## src/hw/rtl/mte_pkg.sv

```systemverilog
// Shared types, constants and helper functions for the multi-tap feedback echo.
// Used by the stream interfaces and by every module of the block; no dependencies.
`default_nettype none

package mte_pkg;

  // Sample format: signed Q1.23.
  localparam int unsigned SAMPLE_BITS = 24;

  // Defaults for the top-level parameters.
  localparam int unsigned DEF_MAX_DELAY = 65536;
  localparam int unsigned DEF_UNITS = 4;

  // Configuration port.
  localparam int unsigned UNIT_REGS = 4;
  localparam int unsigned CFG_DATA_W = 64;
  localparam int unsigned CFG_IDX_W = 3;
  localparam int unsigned GAIN_W = 16;
  localparam logic [GAIN_W-1:0] GAIN_RST = 16'd4096;

  // Output buffer depth, also the number of words allowed in flight.
  localparam int unsigned OUT_DEPTH = 8;

  // Fixed-point scaling.
  localparam int unsigned Q14_SHIFT = 14;
  localparam int unsigned LINE_SHIFT = 30;
  localparam int unsigned MIX_SHIFT = 12;
  localparam int unsigned SAT_IN_W = 48;
  localparam logic signed [16:0] UNITY_Q14 = 17'sd16384;

  typedef logic signed [SAMPLE_BITS-1:0] sample_t;

  localparam sample_t SAMPLE_MAX = {1'b0, {(SAMPLE_BITS - 1){1'b1}}};
  localparam sample_t SAMPLE_MIN = {1'b1, {(SAMPLE_BITS - 1){1'b0}}};

  typedef enum logic [CFG_IDX_W-1:0] {
    REG_UNIT0,
    REG_UNIT1,
    REG_UNIT2,
    REG_UNIT3,
    REG_ECHO_GAIN,
    REG_DIRECT_GAIN,
    REG_STEREO_MODE
  } cfg_reg_e;

  // Packed layout of one unit settings register.
  typedef struct packed {
    logic signed [15:0] pan;       // Q1.14
    logic [15:0]        feedback;  // Q0.16
    logic [15:0]        level;     // Q0.16
    logic [15:0]        length;    // samples, zero means silent
  } unit_cfg_t;

  // Status a lane reports to the input handshake.
  typedef struct packed {
    logic clearing;
    logic hazard;
  } lane_stat_t;

  typedef struct packed {
    sample_t left;
    sample_t right;
  } frame_t;

  function automatic sample_t sat_sample(input logic signed [SAT_IN_W-1:0] x);
    if (x > SAT_IN_W'(SAMPLE_MAX)) begin
      return SAMPLE_MAX;
    end else if (x < SAT_IN_W'(SAMPLE_MIN)) begin
      return SAMPLE_MIN;
    end
    return x[SAMPLE_BITS-1:0];
  endfunction

  // Pan factor in Q1.14 for one channel; mono always gets unity.
  function automatic logic signed [15:0] pan_factor(input logic signed [15:0] pan,
                                                    input logic stereo,
                                                    input logic right);
    logic signed [16:0] f;
    f = UNITY_Q14;
    if (stereo) begin
      if (!right && pan > 16'sd0) begin
        f = UNITY_Q14 - 17'(pan);
      end else if (right && pan < 16'sd0) begin
        f = UNITY_Q14 + 17'(pan);
      end
    end
    return f[15:0];
  endfunction

endpackage

`default_nettype wire

```

## src/hw/rtl/mte_mix.sv

```systemverilog
// Merge stage: sums the old samples of all lanes and mixes them with the dry
// input through the echo and direct gains. Depends on mte_pkg.
`default_nettype none

module mte_mix import mte_pkg::*; #(
  parameter int unsigned UNITS = DEF_UNITS
) (
  input  wire logic              clk_i,
  input  wire logic              rst_ni,
  input  wire logic              accept_i,
  input  wire sample_t           in_left_i,
  input  wire sample_t           in_right_i,
  input  wire sample_t           old_left_i [UNITS],
  input  wire sample_t           old_right_i [UNITS],
  input  wire logic [GAIN_W-1:0] echo_gain_i,
  input  wire logic [GAIN_W-1:0] direct_gain_i,
  input  wire logic              stereo_i,
  output logic                   res_vld_o,
  output frame_t                 res_o
);

  localparam int unsigned SUM_W = SAMPLE_BITS + $clog2(UNITS + 1);
  localparam int unsigned EG_W = SUM_W + GAIN_W + 1;
  localparam int unsigned DG_W = SAMPLE_BITS + GAIN_W + 1;
  localparam int unsigned MIX_W = EG_W + 1;
  localparam logic signed [MIX_W-1:0] MIX_HALF = MIX_W'(1) << (MIX_SHIFT - 1);

  logic    s1_vld_q, m2_vld_q, m3_vld_q;
  sample_t s1_in_q [2];
  sample_t m2_in_q [2];

  logic signed [SUM_W-1:0] sum_d [2];
  logic signed [SUM_W-1:0] m2_sum_q [2];
  logic signed [EG_W-1:0]  m3_eg_q [2];
  logic signed [DG_W-1:0]  m3_dg_q [2];
  logic signed [MIX_W-1:0] acc [2];
  sample_t                 mixed [2];

  always_ff @(posedge clk_i or negedge rst_ni) begin
    if (!rst_ni) begin
      s1_vld_q <= 1'b0;
      m2_vld_q <= 1'b0;
      m3_vld_q <= 1'b0;
    end else begin
      s1_vld_q <= accept_i;
      m2_vld_q <= s1_vld_q;
      m3_vld_q <= m2_vld_q;
    end
  end

  always_comb begin
    for (int c = 0; c < 2; c++) begin
      sum_d[c] = '0;
    end
    for (int u = 0; u < UNITS; u++) begin
      sum_d[0] = sum_d[0] + SUM_W'(old_left_i[u]);
      sum_d[1] = sum_d[1] + SUM_W'(old_right_i[u]);
    end
  end

  always_ff @(posedge clk_i) begin
    if (accept_i) begin
      s1_in_q[0] <= in_left_i;
      s1_in_q[1] <= in_right_i;
    end
    for (int c = 0; c < 2; c++) begin
      m2_in_q[c]  <= s1_in_q[c];
      m2_sum_q[c] <= sum_d[c];
      m3_eg_q[c]  <= m2_sum_q[c] * $signed({1'b0, echo_gain_i});
      m3_dg_q[c]  <= m2_in_q[c] * $signed({1'b0, direct_gain_i});
    end
  end

  always_comb begin
    for (int c = 0; c < 2; c++) begin
      acc[c]   = MIX_W'(m3_eg_q[c]) + MIX_W'(m3_dg_q[c]) + MIX_HALF;
      mixed[c] = sat_sample(SAT_IN_W'(acc[c] >>> MIX_SHIFT));
    end
  end

  assign res_vld_o   = m3_vld_q;
  assign res_o.left  = mixed[0];
  assign res_o.right = stereo_i ? mixed[1] : '0;

endmodule

`default_nettype wire

```

## config.mk

```make
export PLATFORM = sky130hd
export DESIGN_NAME = mte_mix
export DESIGN_NICKNAME = d
export VERILOG_FILES = /design/src/hw/rtl/mte_pkg.sv /design/src/hw/rtl/mte_mix.sv
export SDC_FILE = /design/constraint.sdc
export NUM_CORES = 2
export LEC_CHECK = 0
export BUFFER_PORTS_ARGS = -buffer_cell sky130_fd_sc_hd__buf_2
export CAP_MARGIN = 20
export CORE_AREA = 2 2 424 595
export DETAILED_ROUTE_END_ITERATION = 8
export DIE_AREA = 0 0 426 597
export HOLD_SLACK_MARGIN = 0.03
export PLACE_DENSITY = 0.55
export SYNTH_ARGS = -nofsm -noshare
export SYNTH_HDL_FRONTEND = slang
export SYNTH_SLANG_ARGS = --single-unit
```

## constraint.sdc

```tcl
create_clock -name clk_i -period 9.4 [get_ports clk_i]
set_input_delay 1.41 -clock clk_i [delete_from_list [all_inputs] [get_ports clk_i]]
set_output_delay 1.41 -clock clk_i [all_outputs]
set_load 0.005 [all_outputs]
```

# After elaboration in Yosys (flattened, before gate mapping)
# Memory sizes are Yosys's and may differ from the RTL's.
# Cells that the tools add are included.
# totals
register_bits	3
ramBits	320
in_bits	276
out_inout_bits	49
wordCells	39
mem_count	5
# classes
add_sub_neg	10
mul	4
n_lt_le_gt_ge	4
mux	13
# mem_list
name	words	word_bits	read_ports	rd_ports_with_merged_regs	wr	line_no	text
m3_eg_q	2	44	2	0	2	mte_mix.sv:34	logic signed [EG_W-1:0] m3_eg_q [2];
m3_dg_q	2	41	2	0	2	mte_mix.sv:35	logic signed [DG_W-1:0] m3_dg_q [2];
m2_sum_q	2	27	2	0	2	mte_mix.sv:33	logic signed [SUM_W-1:0] m2_sum_q [2];
m2_in_q	2	24	2	0	2	mte_mix.sv:30	sample_t m2_in_q [2];
s1_in_q	2	24	2	0	2	mte_mix.sv:29	sample_t s1_in_q [2];
# ops
operator	n
24-bit two-way mux	7
44-bit by 41-bit adder with 45-bit output	2
45-bit by 13-bit adder with 45-bit output, second input constant	2
27-bit by 17-bit multiplier with 44-bit output	2
24-bit by 17-bit multiplier with 41-bit output	2
33-bit by 24-bit > comparator with 1-bit output, second input constant	2
33-bit by 24-bit less-than comparator with 1-bit output, second input constant	2
26-bit by 24-bit adder with 27-bit output	2
25-bit by 24-bit adder with 26-bit output	2
24-bit by 24-bit adder with 25-bit output	2
1-bit two-way mux	6

# Logic depth before layout (Yosys ltp)
# logic_depth
word_depth	7
ltp_mapped	28
ltp_nobuf	26

# Worst setup path before layout
# OpenSTA, ideal clock, no wires.
# synth_timing
path_kind	input -> register
start	in echo_gain_i[8]
end	mem m3_eg_q[0][85] (netlist bit)
setup_time_ns	0.119
arrival_time_ns	7.698
required_time_ns	9.281
slack_ns	1.584
path_stages	26
n_path_buf	2
cell_sequence	clkbuf_1 -> clkbuf_1 -> nand2_1 -> fa_1 -> inv_1 -> fa_1 -> inv_1 -> fa_1 -> inv_1 -> fa_1 -> fa_1 -> inv_1 -> fa_1 -> inv_1 -> ha_1 -> nand4_1 -> or3_1 -> o22ai_1 -> o21ai_0 -> o311a_1 -> nor4_1 -> nor3_1 -> nor3b_1 -> o21a_1 -> nor2_1 -> xnor2_1
# synth_lines
item	line_no	text
start, declared	mte_mix.sv:15	input wire logic [GAIN_W-1:0] echo_gain_i,
end, declared	mte_mix.sv:34	

==> flow_metrics.env <==
export IMPL_yosysSeqAreaShare_pct=9.36
export IMPL_async_reset_ff_share_pct=0.929
export IMPL_tightest_slew_ns=1.12
export IMPL_synth_compound_area_share_pct=6.00
export IMPL_synth_common_cells="sky130_fd_sc_hd__inv_1 (2015), sky130_fd_sc_hd__fa_1 (1690), sky130_fd_sc_hd__nand2_1 (1063)"
export IMPL_dp_final_hpwl_um=166000
export IMPL_grt_pass1_wl_um=327000
export IMPL_timing_critical_path_required_ns=9.97
export IMPL_global_route_overflow_total=0
export IMPL_clock_tree_buffer_depth=3
export IMPL_detail_route_drc_violations=0
export IMPL_finish_net_count=10767
export IMPL_met2_usage_in_global_routing_pct=31.8
export IMPL_cts_buffers=41
export IMPL_yosys_register_bits=323
export IMPL_numPortBuffers=324
export IMPL_cts_hold_repair_buffers=0
export IMPL_die_y_um=597
export IMPL_worst_endpoint_arrival_ns=8.67
export IMPL_synth_area_leader_cell="sky130_fd_sc_hd__fa_1"
export IMPL_setup_worst_path_start_class="input pin"
export IMPL_cts_root_buf="sky130_fd_sc_hd__clkbuf_16"
export IMPL_post_route_cell_area_um2=80900
export IMPL_cts_reportedPaths_clkPinSlew_ns=0.06
export IMPL_placement_rows=217
export IMPL_syn2layout_area_growth_pct=8.72
export IMPL_drv_cap=0
export IMPL_post_drt_wl_per_cell_um=17.5
export IMPL_synth_most_common_cell="sky130_fd_sc_hd__inv_1"
export IMPL_synth_area_mux_share_pct=0.0135
export IMPL_timing_slew_headroom_pct=25.4
export IMPL_edff_count_synth=48
export IMPL_final_antenna_net_count=0
export IMPL_r2r_setup_slack_ns=1.98
export IMPL_critical_path_endpoint_type="flip-flop"
export IMPL_die_width_um=426
export IMPL_grt_pass1_vias=61205
export IMPL_worst_r2r_path_depth=24
export IMPL_post_synth_and_or_nand_nor_area_fraction_pct=13.6
export IMPL_cts_htree_levels=2
export IMPL_timing_hold_worst_endpoint="m2_in_q[0][0]"
export IMPL_synth_top_cells_by_area="sky130_fd_sc_hd__fa_1 (45%), sky130_fd_sc_hd__ha_1 (11%), sky130_fd_sc_hd__inv_1 (10%), sky130_fd_sc_hd__dfxtp_1 (7.3%), sky130_fd_sc_hd__and2_1 (5.6%)"
export IMPL_most_utilized_layer_in_the_global_route_result="met2"
export IMPL_core_um2=249000
export IMPL_post_cts_resized_instances=0
export IMPL_period_minus_slack_ns=8.10
export IMPL_hold_viol=0
export IMPL_netlist_area_um2=74400
export IMPL_design_portCount=325
export IMPL_final_wtd_congestion=0.888
export IMPL_detail_route_wirelength_um=201000
export IMPL_insertion_delay_ns=0.66
export IMPL_crit_fanout=45
export IMPL_cts_sinks=323
export IMPL_setup_repair_after_global_routing_missed_its_margin="no"
export IMPL_crit_type="in2reg"
export IMPL_layout_drive_gt1_share_pct=6.08
export IMPL_use_met1_pct=17.4
export IMPL_drt_iter0_drc=1916
export IMPL_largest_family_of_logic_cells_by_synthesized_area="adder cells"
export IMPL_setup_viol=0
export IMPL_start_util_pct=29.9
export IMPL_synth_top_area_share_pct=45.5
export IMPL_timing_setup_tns_ns=0
export IMPL_grt_total_usage_pct=16.4
export IMPL_hold_path_startpoint="s1_in_q[0][0]"
export IMPL_synthesis_nets=10621
export IMPL_fmax_mhz=124
export IMPL_cts_tree="built"
export IMPL_gr_usage_met3_pct=1.61
export IMPL_syn_instance_count=8017
export IMPL_synth_avg_cell_area_um2=9.28
export IMPL_final_max_slew_viol_count=0
export IMPL_min_period_over_period_pct=86.1
export IMPL_yosys_area_share_adder_pct=56.2
export IMPL_worst_clock_skew_ns=0.0278
export IMPL_rr_startpoint="m2_sum_q[0][34]"
export IMPL_synth_cell_type_count=81
export IMPL_count_of_cells_along_the_worst_hold_path=0
export IMPL_status="finished clean"
export IMPL_timing_hold_worst_class="reg2reg"
export IMPL_grt_start_max_net_pins=50
export IMPL_worstReg2RegEnd="m3_eg_q[0][85]"
export IMPL_die_area_um2=254000
export IMPL_ys_flop_type="sky130_fd_sc_hd__dfxtp_1"
export IMPL_grt_antenna_before_repair=16
export IMPL_drt_pre_antenna_iters=5
export IMPL_post_cts_repair_setup_buffers=0
export IMPL_via_per_instance_ratio=4.59
export IMPL_detailroute_via_count=52743
export IMPL_place_area_um2=79500
export IMPL_synth_warnings=0
export IMPL_synth_xor_area_share_pct=3.13
==> area by class of cell <==
| class | instances | area (um^2) |
|---|---|---|
| Antenna cell | 7 | 17.5 |
| Inverter | 2015 | 7560 |
| Timing Repair Buffer | 391 | 2150 |
| Clock buffer | 47 | 1080 |
| Tap cell | 3285 | 4110 |
| Multi-Input combinational cell | 5391 | 58800 |
| Sequential cell | 323 | 6960 |
| Clock inverter | 28 | 233 |
| Fill cell | 26010 | 168000 |
==> layout by cell type, fill, tap and decap left out, types with 143 or more instances in the layout <==
cell,Yosys,final
sky130_fd_sc_hd__ha_1,638,638
sky130_fd_sc_hd__inv_1,2015,2015
sky130_fd_sc_hd__nor2_1,143,143
sky130_fd_sc_hd__and2_1,665,665
sky130_fd_sc_hd__fa_1,1690,1690
sky130_fd_sc_hd__buf_2,4,324
sky130_fd_sc_hd__nand2_1,1063,1063
sky130_fd_sc_hd__dfxtp_1,272,272
sky130_fd_sc_hd__a21oi_1,200,200
sky130_fd_sc_hd__xnor2_1,193,193
==> logic make-up (layout without fill, tap and decap cells) <==
| kind of cell | count (synthesis) | after routing |
|---|---|---|
| multiplexers | 1 | 1 |
| other | 0 | 7 |
| AO/OA/AOI/OAI | 685 | 685 |
| buffers and inverters | 2303 | 2481 |
| flip-flops | 323 | 323 |
| adder cells (fa/ha/maj) | 2328 | 2328 |
| XOR/XNOR | 266 | 266 |
| AND/OR/NAND/NOR | 2111 | 2111 |
==> worst max path at each step <==
| stage | start | to | slack (ns) | cells after the start |
|---|---|---|---|---|
| finish | echo_gain_i[5] | m3_eg_q[0][87] | 1.30 | 23 |
| global route | echo_gain_i[5] | m3_eg_q[0][85] | 0.80 | 24 |
| CTS | echo_gain_i[5] | m3_eg_q[0][87] | 1.38 | 23 |
| detailed placement | echo_gain_i[5] | m3_eg_q[0][85] | 0.68 | 24 |
| global placement | echo_gain_i[5] | m3_eg_q[0][85] | 0.71 | 24 |
| floorplan | echo_gain_i[8] | m3_eg_q[0][85] | 1.58 | 26 |
==> metrics by stage <==
step                instances  utilization, %  hold WS (ns)  worst slack (ns)
global route            11483            32.5         0.336             0.801
detailed placement      11405            32.0         0.327             0.675
global placement        11405            32.0         0.326             0.708
finish                  11487            32.5         0.329              1.30
CTS                     11480            32.5         0.331              1.38
floorplan                8017               -         0.323              1.58
==> per-layer routing <==
| metal | vias up | wire length [um] |
|---|---|---|
| met1 | 27334 | 73000 |
| met2 | 1053 | 111000 |
| met5 | - | 37 |
| li1 | 23913 | - |
| met4 | 6 | 10600 |
| met3 | 437 | 6300 |
==> registers in the layout (all words and copies together), names as in the netlist <==
| register | flops |
|---|---|
| m2_vld_q | 1 |
| s1_in_q | 48 |
| res_vld_o | 1 |
| m2_sum_q | 54 |
| s1_vld_q | 1 |
| m3_dg_q | 82 |
| m3_eg_q | 88 |
| m2_in_q | 48 |
==> worst max-delay path, stage by stage <==
cell,delay [ns]
sky130_fd_sc_hd__buf_2,0.80
sky130_fd_sc_hd__buf_4,0.33
sky130_fd_sc_hd__nand2_1,0.13
sky130_fd_sc_hd__fa_1,0.62
sky130_fd_sc_hd__fa_1,0.46
sky130_fd_sc_hd__inv_1,0.32
sky130_fd_sc_hd__fa_1,0.51
sky130_fd_sc_hd__fa_1,0.51
sky130_fd_sc_hd__fa_1,0.49
sky130_fd_sc_hd__inv_1,0.05
sky130_fd_sc_hd__fa_1,0.48
sky130_fd_sc_hd__inv_1,0.05
sky130_fd_sc_hd__ha_1,0.34
sky130_fd_sc_hd__a21o_1,0.20
sky130_fd_sc_hd__a21oi_1,0.18
sky130_fd_sc_hd__o21ai_0,0.14
sky130_fd_sc_hd__or2_2,0.31
sky130_fd_sc_hd__or3_1,0.30
sky130_fd_sc_hd__nor3_1,0.28
sky130_fd_sc_hd__nor2_1,0.12
sky130_fd_sc_hd__a221o_1,0.33
sky130_fd_sc_hd__a21oi_1,0.17
sky130_fd_sc_hd__xnor2_1,0.13
Power is not shown: default switching activity piles up to over one toggle a cycle in this logic, so the estimate is an artifact.
