[config.mk]
export PLATFORM = sky130hd
export DESIGN_NAME = mte_ofifo
export DESIGN_NICKNAME = d
export VERILOG_FILES = /design/src/hw/rtl/mte_pkg.sv /design/src/hw/rtl/mte_ofifo.sv
export SDC_FILE = /design/constraint.sdc
export NUM_CORES = 1
export LEC_CHECK = 0
export BUFFER_PORTS_ARGS = -buffer_cell sky130_fd_sc_hd__buf_2
export CORE_AREA = 2 2 227 229
export DETAILED_ROUTE_END_ITERATION = 8
export DIE_AREA = 0 0 229 231
export PLACE_DENSITY_LB_ADDON = 0.12
export SLEW_MARGIN = 0
export SYNTH_ARGS = -nofsm -noshare
export SYNTH_HDL_FRONTEND = slang
export SYNTH_SLANG_ARGS = --single-unit
[constraint.sdc]
create_clock -name clk_i -period 4.5 [get_ports clk_i]
set_input_delay 0.675 -clock clk_i [delete_from_list [all_inputs] [get_ports clk_i]]
set_output_delay 0.675 -clock clk_i [all_outputs]
set_load 0.005 [all_outputs]
[src/hw/rtl/mte_pkg.sv]
// Shared types, constants and helper functions for the multi-tap feedback echo.
// Used by the stream interfaces and by every module of the block; no dependencies.
`default_nettype none

package mte_pkg;

  // Sample format: signed Q1.23.
  localparam int unsigned SAMPLE_BITS = 24;

  // Defaults for the top-level parameters.
  localparam int unsigned DEF_MAX_DELAY = 65536;
  localparam int unsigned DEF_UNITS = 4;

  // Configuration port.
  localparam int unsigned UNIT_REGS = 4;
  localparam int unsigned CFG_DATA_W = 64;
  localparam int unsigned CFG_IDX_W = 3;
  localparam int unsigned GAIN_W = 16;
  localparam logic [GAIN_W-1:0] GAIN_RST = 16'd4096;

  // Output buffer depth, also the number of words allowed in flight.
  localparam int unsigned OUT_DEPTH = 8;

  // Fixed-point scaling.
  localparam int unsigned Q14_SHIFT = 14;
  localparam int unsigned LINE_SHIFT = 30;
  localparam int unsigned MIX_SHIFT = 12;
  localparam int unsigned SAT_IN_W = 48;
  localparam logic signed [16:0] UNITY_Q14 = 17'sd16384;

  typedef logic signed [SAMPLE_BITS-1:0] sample_t;

  localparam sample_t SAMPLE_MAX = {1'b0, {(SAMPLE_BITS - 1){1'b1}}};
  localparam sample_t SAMPLE_MIN = {1'b1, {(SAMPLE_BITS - 1){1'b0}}};

  typedef enum logic [CFG_IDX_W-1:0] {
    REG_UNIT0,
    REG_UNIT1,
    REG_UNIT2,
    REG_UNIT3,
    REG_ECHO_GAIN,
    REG_DIRECT_GAIN,
    REG_STEREO_MODE
  } cfg_reg_e;

  // Packed layout of one unit settings register.
  typedef struct packed {
    logic signed [15:0] pan;       // Q1.14
    logic [15:0]        feedback;  // Q0.16
    logic [15:0]        level;     // Q0.16
    logic [15:0]        length;    // samples, zero means silent
  } unit_cfg_t;

  // Status a lane reports to the input handshake.
  typedef struct packed {
    logic clearing;
    logic hazard;
  } lane_stat_t;

  typedef struct packed {
    sample_t left;
    sample_t right;
  } frame_t;

  function automatic sample_t sat_sample(input logic signed [SAT_IN_W-1:0] x);
    if (x > SAT_IN_W'(SAMPLE_MAX)) begin
      return SAMPLE_MAX;
    end else if (x < SAT_IN_W'(SAMPLE_MIN)) begin
      return SAMPLE_MIN;
    end
    return x[SAMPLE_BITS-1:0];
  endfunction

  // Pan factor in Q1.14 for one channel; mono always gets unity.
  function automatic logic signed [15:0] pan_factor(input logic signed [15:0] pan,
                                                    input logic stereo,
                                                    input logic right);
    logic signed [16:0] f;
    f = UNITY_Q14;
    if (stereo) begin
      if (!right && pan > 16'sd0) begin
        f = UNITY_Q14 - 17'(pan);
      end else if (right && pan < 16'sd0) begin
        f = UNITY_Q14 + 17'(pan);
      end
    end
    return f[15:0];
  endfunction

endpackage

`default_nettype wire

[src/hw/rtl/mte_ofifo.sv]
// Output word buffer that decouples the mixing pipeline from the receiver.
// Depends on mte_pkg for the frame type and depth.
`default_nettype none

module mte_ofifo import mte_pkg::*; (
  input  wire logic   clk_i,
  input  wire logic   rst_ni,
  input  wire logic   push_i,
  input  wire frame_t data_i,
  input  wire logic   pop_i,
  output logic        valid_o,
  output frame_t      data_o
);

  localparam int unsigned PTR_W = (OUT_DEPTH > 1) ? $clog2(OUT_DEPTH) : 1;
  localparam int unsigned CNT_W = $clog2(OUT_DEPTH + 1);

  frame_t           mem_q [OUT_DEPTH];
  logic [PTR_W-1:0] wr_ptr_d, wr_ptr_q, rd_ptr_d, rd_ptr_q;
  logic [CNT_W-1:0] cnt_d, cnt_q;

  always_comb begin
    wr_ptr_d = wr_ptr_q;
    rd_ptr_d = rd_ptr_q;
    cnt_d    = cnt_q;
    if (push_i) begin
      wr_ptr_d = (wr_ptr_q == PTR_W'(OUT_DEPTH - 1)) ? '0 : wr_ptr_q + PTR_W'(1);
    end
    if (pop_i) begin
      rd_ptr_d = (rd_ptr_q == PTR_W'(OUT_DEPTH - 1)) ? '0 : rd_ptr_q + PTR_W'(1);
    end
    unique case ({push_i, pop_i})
      2'b10:   cnt_d = cnt_q + CNT_W'(1);
      2'b01:   cnt_d = cnt_q - CNT_W'(1);
      default: cnt_d = cnt_q;
    endcase
  end

  always_ff @(posedge clk_i or negedge rst_ni) begin
    if (!rst_ni) begin
      wr_ptr_q <= '0;
      rd_ptr_q <= '0;
      cnt_q    <= '0;
    end else begin
      wr_ptr_q <= wr_ptr_d;
      rd_ptr_q <= rd_ptr_d;
      cnt_q    <= cnt_d;
    end
  end

  always_ff @(posedge clk_i) begin
    if (push_i) begin
      mem_q[wr_ptr_q] <= data_i;
    end
  end

  assign valid_o = (cnt_q != '0);
  assign data_o  = mem_q[rd_ptr_q];

  a_no_overflow: assert property (@(posedge clk_i) disable iff (!rst_ni)
    push_i |-> (cnt_q != CNT_W'(OUT_DEPTH)))
    else $error("output buffer written while full");

endmodule

`default_nettype wire

## Yosys cells after proc, flatten, opt, wreduce, memory -nomap -nowiden

Memories as Yosys holds them, arrays and structs flattened.
Cells that the tools add are included.

| word-level totals | value |
|---|---|
| flip-flop bits (word level) | 10 |
| bits in latches | 0 |
| RAM bits | 384 |
| memory bits (read-only) | 0 |
| input bits | 52 |
| output and inout bits | 49 |
| logic and storage cells | 19 |
| memories kept | 1 |

Memory list:

| name | words | bits a word | read ports | clocked after Yosys merged registers in | write ports | line | RTL |
|---|---|---|---|---|---|---|---|
| mem_q | 8 | 48 | 1 | 0 | 1 | mte_ofifo.sv:18 | `frame_t mem_q [OUT_DEPTH];` |

| operators by class | value |
|---|---|
| add/sub/neg operators | 4 |
| multipliers | 0 |
| div/mod/pow operators | 0 |
| magnitude comparators | 0 |
| equality and inequality tests | 4 |
| shift-type cells | 0 |
| muxes and demuxes | 5 |
| bitwise operators | 0 |
| reductions and logical operators | 2 |

Operators with widths:

| kind | count |
|---|---|
| $pmux 4 s2 | 1 |
| $add 3x1->3 const B | 2 |
| $eq 3x3->1 const B | 2 |
| $mux 3 | 2 |
| $add 4x1->4 const B | 1 |
| $reduce_bool 4->1 | 1 |
| $sub 4x1->4 const B | 1 |
| $eq 2x1->1 const B | 1 |
| $eq 2x2->1 const B | 1 |
| $mux 1 | 2 |
| $reduce_bool 2->1 | 1 |

## Depth between registers and ports, before layout

Gate-level depths: netlist of run 1.

| logic depth | value |
|---|---|
| word-level depth | 2 |
| gate-level depth with buffers | 8 |
| depth with buffers taken out | 8 |

## Worst setup path before layout of run 1

No wires, ideal clock.

| timing path | value |
|---|---|
| path type | input port to flip-flop |
| start point | in push_i |
| end point | mem mem_q[0][0] in the netlist's numbering (enable) |
| library setup time | 0.513 ns |
| arrival | 4.048 ns |
| data required time | 3.987 ns |
| slack | -0.061 ns |
| cell stages on the path | 2 |
| buffers on the path | 0 |
| cells stage by stage | nand2b_1 > nor3_1 |

| between the ends | value |
|---|---|
| cells in the longest elaborated chain, start to end | 2 |

Ends and longest elaborated chain:

| item | line | RTL |
|---|---|---|
| start: declaration | mte_ofifo.sv:8 | `input wire logic push_i,` |
| $mux 1 | mte_ofifo.sv:52 | `if (push_i) begin` |
| $mux 1 (implied by the code) | mte_ofifo.sv:53 | `mem_q[wr_ptr_q] <= data_i;` |
| end: declaration | mte_ofifo.sv:18 |  |

No other way between the ends.

==> results of run 1 <==
## area by class of cell
| class | count | share of cell area |
|---|---|---|
| diodes | 1 | 0.000140 |
| clock buffers | 58 | 0.0660 |
| clock inverters | 18 | 0.00660 |
| inverters | 1 | 0.000211 |
| multi-input cells | 188 | 0.174 |
| flip-flops and latches | 394 | 0.662 |
| well taps | 680 | 0.0478 |
| repair buffers | 120 | 0.0430 |
## synthesized netlist by cell type
| library cell | instances |
|---|---|
| xnor2_1 | 1 |
| buf_1 | 1 |
| mux2_2 | 55 |
| buf_12 | 1 |
| edfxtp_1 | 384 |
| mux4_2 | 96 |
| nor2b_1 | 3 |
| nor2_1 | 9 |
| xor2_1 | 4 |
| a31oi_1 | 1 |
| o32ai_1 | 1 |
| nand2_1 | 2 |
| or4_1 | 1 |
| buf_8 | 1 |
| clkbuf_1 | 10 |
| or3_1 | 1 |
| nand2b_1 | 3 |
| nor3_1 | 2 |
| a21oi_1 | 2 |
| inv_1 | 1 |
| ha_1 | 7 |
| buf_6 | 2 |
| buf_2 | 12 |
| dfrtp_1 | 10 |
## routing by layer
layer | vias up | global-route usage
li1 | 2897 | -
met1 | 3562 | 0.163
met2 | 135 | 0.221
met3 | 68 | 0.0324
met4 | 8 | 0.0428
met5 | - | 0
## kinds of logic after synthesis
| group | after synthesis | synth area share |
|---|---|---|
| multiplexers | 151 | 0.186 |
| flip-flops | 394 | 0.786 |
| AO/OA/AOI/OAI | 4 | 0.00167 |
| XOR/XNOR | 5 | 0.00292 |
| adder cells (fa/ha/maj) | 7 | 0.00584 |
| AND/OR/NAND/NOR | 21 | 0.00685 |
| buffers and inverters | 28 | 0.0109 |
## power groups by stage
| stage | Combinational [mW] | Clock [mW] | Sequential [mW] |
|---|---|---|---|
| floorplan | 2.19 | 0 | 4.82 |
| detailed placement | 3.24 | 0 | 5.13 |
| CTS | 3.26 | 3.39 | 5.05 |
| global route | 3.41 | 3.52 | 5.10 |
| finish | 3.12 | 3.27 | 5.02 |
| global placement | 3.21 | 0 | 5.08 |
## metrics by stage
stage	instances	instance area [sq um]
after CTS	1459	17800
after detailed placement	1382	16500
final	1460	17800
after floorplan	610	15000
after global routing	1459	17800
after global placement	1382	16500
## flip-flops by register name, indices dropped and copies added (netlist names)
signal and cells:
wr_ptr_q 3, rd_ptr_q 3, cnt_q 4, mem_q 384
## worst min path at each step
stage,from,end,depth (start not counted)
final,data_i[47],mem_q[0][47],1
after global routing,data_i[47],mem_q[0][47],1
after CTS,data_i[47],mem_q[2][47],1
after detailed placement,cnt_q[3],cnt_q[3],1
after global placement,cnt_q[3],cnt_q[3],1
after floorplan,rst_ni,cnt_q[0],0
## critical path, stage by stage (launching register included)
cell and delay, ps:
dfrtp_4 1010, buf_4 390, mux4_2 340, mux2_2 320, buf_2 140
==> results.yml, run 1 <==
run_status:
  status: "complete, no violations"
synthesis:
  syn_inst: 610
  synth_area_leader_cell: "edfxtp_1"
  synth_nets: 669
  netlist_top_cells_area: "edfxtp_1, mux4_2, mux2_2"
  ys_warn_count: 0
  post_synth_num_cell_types: 24
  synth.avg_cell_area_sq_um: 24.6
  syn_area_sq_um: 15000
  netlist.area_leader.share: 0.770
  synth_seq_area_share: 0.786
  ys_ff_latch: 394
worst_setup_path:
  critical_path.max_fanout: 55
  reg2reg_to: "rd_ptr_q[2]"
  rrSetupSlack_ps: 2270
  crit_start: "rd_ptr_q[1]"
  startpoint_type: "flip-flop"
  end_kind: "output port"
  critPathKind: "reg2out"
  cp.arrival_ps: 2800
  reg2reg_from: "rd_ptr_q[1]"
  worstPathRequired_ps: 3830
  reg2reg_depth: 4
  endpoint: "data_o[10]"
sta:
  setup_viol: 0
  report.final.hold_viol_count: 0
  rsz0062_at_grt: "false"
  clock-skew-final_ps: 11.8
  hold_ws_ps: 375
  slew_viol_final: 0
  worst_slack_ps: 1030
  tns_ps: 0
  max_freq_mhz: 288
  slew-limit-headroom: 0.339
  finalCritPeriodShare: 0.772
  tightestPinTransition_ps: 989
  fin_crit_ps: 3470
drt:
  drtPass1Iterations: 4
  ant_nets: 0
  wl_mm: 33.9
  wl_met3_mm: 1.60
  wl_met1_mm: 14.7
  routed_via_density: 4.57
  wl_met2_mm: 16.8
  drtIter0Drc: 390
  drc: 0
  avgRoutedWirePerCell_um: 23.2
  vias: 6670
  top_layer_used: "met5"
clock_network:
  cts_made_buffers: 45
  cts.sinks: 394
  cts_root_buffer: "clkbuf_16"
  htree_levels: 2
  clk_latency_ps: 560
  path_clk_slew_ps: 60
  cts.hold.buffers_added: 1
  cts_tree: "built"
  ctsResizeCount: 0
  cts_setup_buffers: 0
  cts.path.max_buffers: 3
finish:
  layout_commonest_cell: "edfxtp_1"
  fillerInstances: 4806
  seq_area_sq_um: 11800
  final_cell_mix: "edfxtp_1, buf_2, mux4_2, mux2_2, clkbuf_16"
  multi_input_area_sq_um: 3110
  drive_above_1_share: 0.430
  syn_to_final_growth_pct: 18.9
  nNetsFinal: 809
  fin_util: 0.351
place:
  pre_cts_ws_ps: 1510
  gp_congestion: 0.636
  port_buffers: 100
  post-dp-hpwl_mm: 18.6
global_route:
  grt_pass1_wl_mm: 49.8
  grt_max_degree: 56
  track_usage: 0.130
  gr-total-overflow: 0
  grt_pass1_vias: 7423
  antenna_found_initial: 6
floorplanning:
  fp.dieH_um: 231
  die_area_sq_um: 52900
  row_count: 83
  io_pins: 101
  design.core.area_sq_um: 50700
  die_x_um: 229
  floorplan.initialDensity: 0.296
power:
  p_clk_frac: 0.287
  p_switching_mw: 3.26
  p_total_mw: 11.4
  p_int_mw: 8.15
  ir_drop_uv: 292
  p_sw_frac: 0.286
  p_leak_nw: 5.71
  p_comb_frac: 0.273
  seq_power_share: 0.440
  p_per_area_nw_per_um2: 641
flow_run:
  cap_viol_max_count: 0
hold_path:
  min_path_type: "in2reg"
No activity file was read; power rests on OpenSTA's default activity.
==> run 2: changes to the inputs <==
==> constraint.sdc (replaced) <==
create_clock -name clk_i -period 3.6 [get_ports clk_i]
set_input_delay 0.54 -clock clk_i [delete_from_list [all_inputs] [get_ports clk_i]]
set_output_delay 0.54 -clock clk_i [all_outputs]
set_load 0.005 [all_outputs]
==> run 2 against run 1 <==
Effect of this change: highest routed layer unchanged; routed wire length increased by 0.31%; worst setup slack got worse by 740 ps; clock-buffer cell count down 4; register-to-register slack got worse by 670 ps.
==> results.yml, run 2 (synthesis gave the netlist of run 1 again) <==
run_status:
  status: "complete, no violations"
place:
  post-dp-hpwl_mm: 18.7
  dpl-instance-area_sq_um: 16500
  port_buffers: 100
  gp_congestion: 0.676
floorplanning:
  die_x_um: 229
  floorplan.initialDensity: 0.296
  io_pins: 101
  fp.dieH_um: 231
  die_area_sq_um: 52900
  design.core.area_sq_um: 50700
  row_count: 83
sta:
  finalCritPeriodShare: 0.921
  setup_viol: 0
  hold_ws_ps: 242
  tightestPinTransition_ps: 607
  max_freq_mhz: 302
  clock-skew-final_ps: 6.19
  rsz0062_at_grt: "false"
  tns_ps: 0
  slew-limit-headroom: 0.595
  fin_crit_ps: 3310
  report.final.hold_viol_count: 0
  slew_viol_final: 0
worst_setup_path:
  critical_path.max_fanout: 27
  cp.arrival_ps: 2770
  startpoint_type: "flip-flop"
  end_kind: "output port"
  critPathKind: "reg2out"
  worstPathRequired_ps: 3060
drt:
  routed_via_density: 4.56
  drtPass1Iterations: 4
  ant_nets: 0
  avgRoutedWirePerCell_um: 23.1
  vias: 6699
  wl_mm: 34.0
  drc: 0
  drtIter0Drc: 341
clock_network:
  cts.path.max_buffers: 3
  clk_latency_ps: 560
  cts_root_buffer: "clkbuf_16"
  path_clk_slew_ps: 60
  cts_made_buffers: 44
  htree_levels: 2
  cts_setup_buffers: 0
  ctsResizeCount: 0
  cts.hold.buffers_added: 1
  cts_tree: "built"
  cts.sinks: 394
power:
  ir_drop_uv: 366
  p_per_area_nw_per_um2: 812
  p_leak_nw: 5.79
global_route:
  grt_max_degree: 39
  grt_pass1_wl_mm: 49.6
  antenna_found_initial: 6
  grt_pass1_vias: 7389
  gr-total-overflow: 0
  track_usage: 0.130
finish:
  final_cell_mix: "edfxtp_1, buf_2, mux4_2, mux2_2, clkbuf_16"
  largest_reg_flops: 384
  reg_top3: "mem_q: 384 flops, cnt_q: 4 flops"
  drive_above_1_share: 0.441
  largest_register: "mem_q"
  multi_input_area_sq_um: 3110
  layout_commonest_cell: "edfxtp_1"
  syn_to_final_growth_pct: 19.9
  seq_area_sq_um: 11800
  fillerInstances: 4768
  design_area_sq_um: 18000
  nNetsFinal: 812
flow_run:
  cap_viol_max_count: 0
hold_path:
  min_path_type: "in2reg"
## run 2: cell types whose count changed in the layout (fill, tap and decap cells not counted), sizes merged
cell | before | now
buf | 119 | 123
bufinv | 1 | 5
clkinvlp | 1 | 4
clkinv | 14 | 17
clkbuf | 58 | 54
## run 2: through the flow
step           instances  utilization  power, mW  setup WS [ps]
2_1_floorplan        610            -       8.77            462
3_3_place_gp        1386        0.326       10.4            813
3_5_place_dp        1386        0.326       10.5            794
4_1_cts             1469        0.355       15.0            166
5_1_grt             1469        0.355       15.4           93.9
6_report            1470        0.355       14.6            285
## run 2: path summary, 6_finish.rpt
check	from	endpoint	slack (ps)	cells after the start
worst min register to register	cnt_q[3]	cnt_q[3]	490	1
worst max register to register	wr_ptr_q[0]	mem_q[6][34]	1600	3
min in group asynchronous	rst_ni	wr_ptr_q[0]	390	2
max in group asynchronous	rst_ni	rd_ptr_q[1]	2970	2
worst min-delay path	data_i[28]	mem_q[3][28]	240	1
worst max-delay path	rd_ptr_q[0]	data_o[7]	290	4
## run 2: cell type report
class | instances | share of cell area
tap | 680 | 0.0473
antenna | 1 | 0.000139
multi-input combinational | 188 | 0.173
inverter | 1 | 0.000209
clock inverter | 28 | 0.0152
clock buffer | 54 | 0.0645
timing repair buffer | 124 | 0.0436
sequential | 394 | 0.656
## run 2: per-layer routing
metal,up-vias,part of all wire,wire length (um),GRT usage
li1,2894,-,-,-
met1,3600,0.44,14800,0.164
met2,136,0.50,16800,0.221
met3,61,0.046,1560,0.0341
met4,8,0.021,725,0.0369
met5,-,0.0014,49,0
## run 2: power breakdown
group / switching [mW] / internal [mW] / leakage [nW] / total (mW)
Combinational: 1.97 / 2.08 / 1.50 / 4.05
Clock: 1.75 / 2.65 / 0.689 / 4.40
Sequential: 0.377 / 5.77 / 3.60 / 6.15
Total: 4.10 / 10.5 / 5.79 / 14.6
## run 2: worst max-delay path, cell delays in order (launching register included)
cell and delay, ps:
dfrtp_4 810, buf_4 420, mux4_2 540, mux2_2 280, buf_2 130
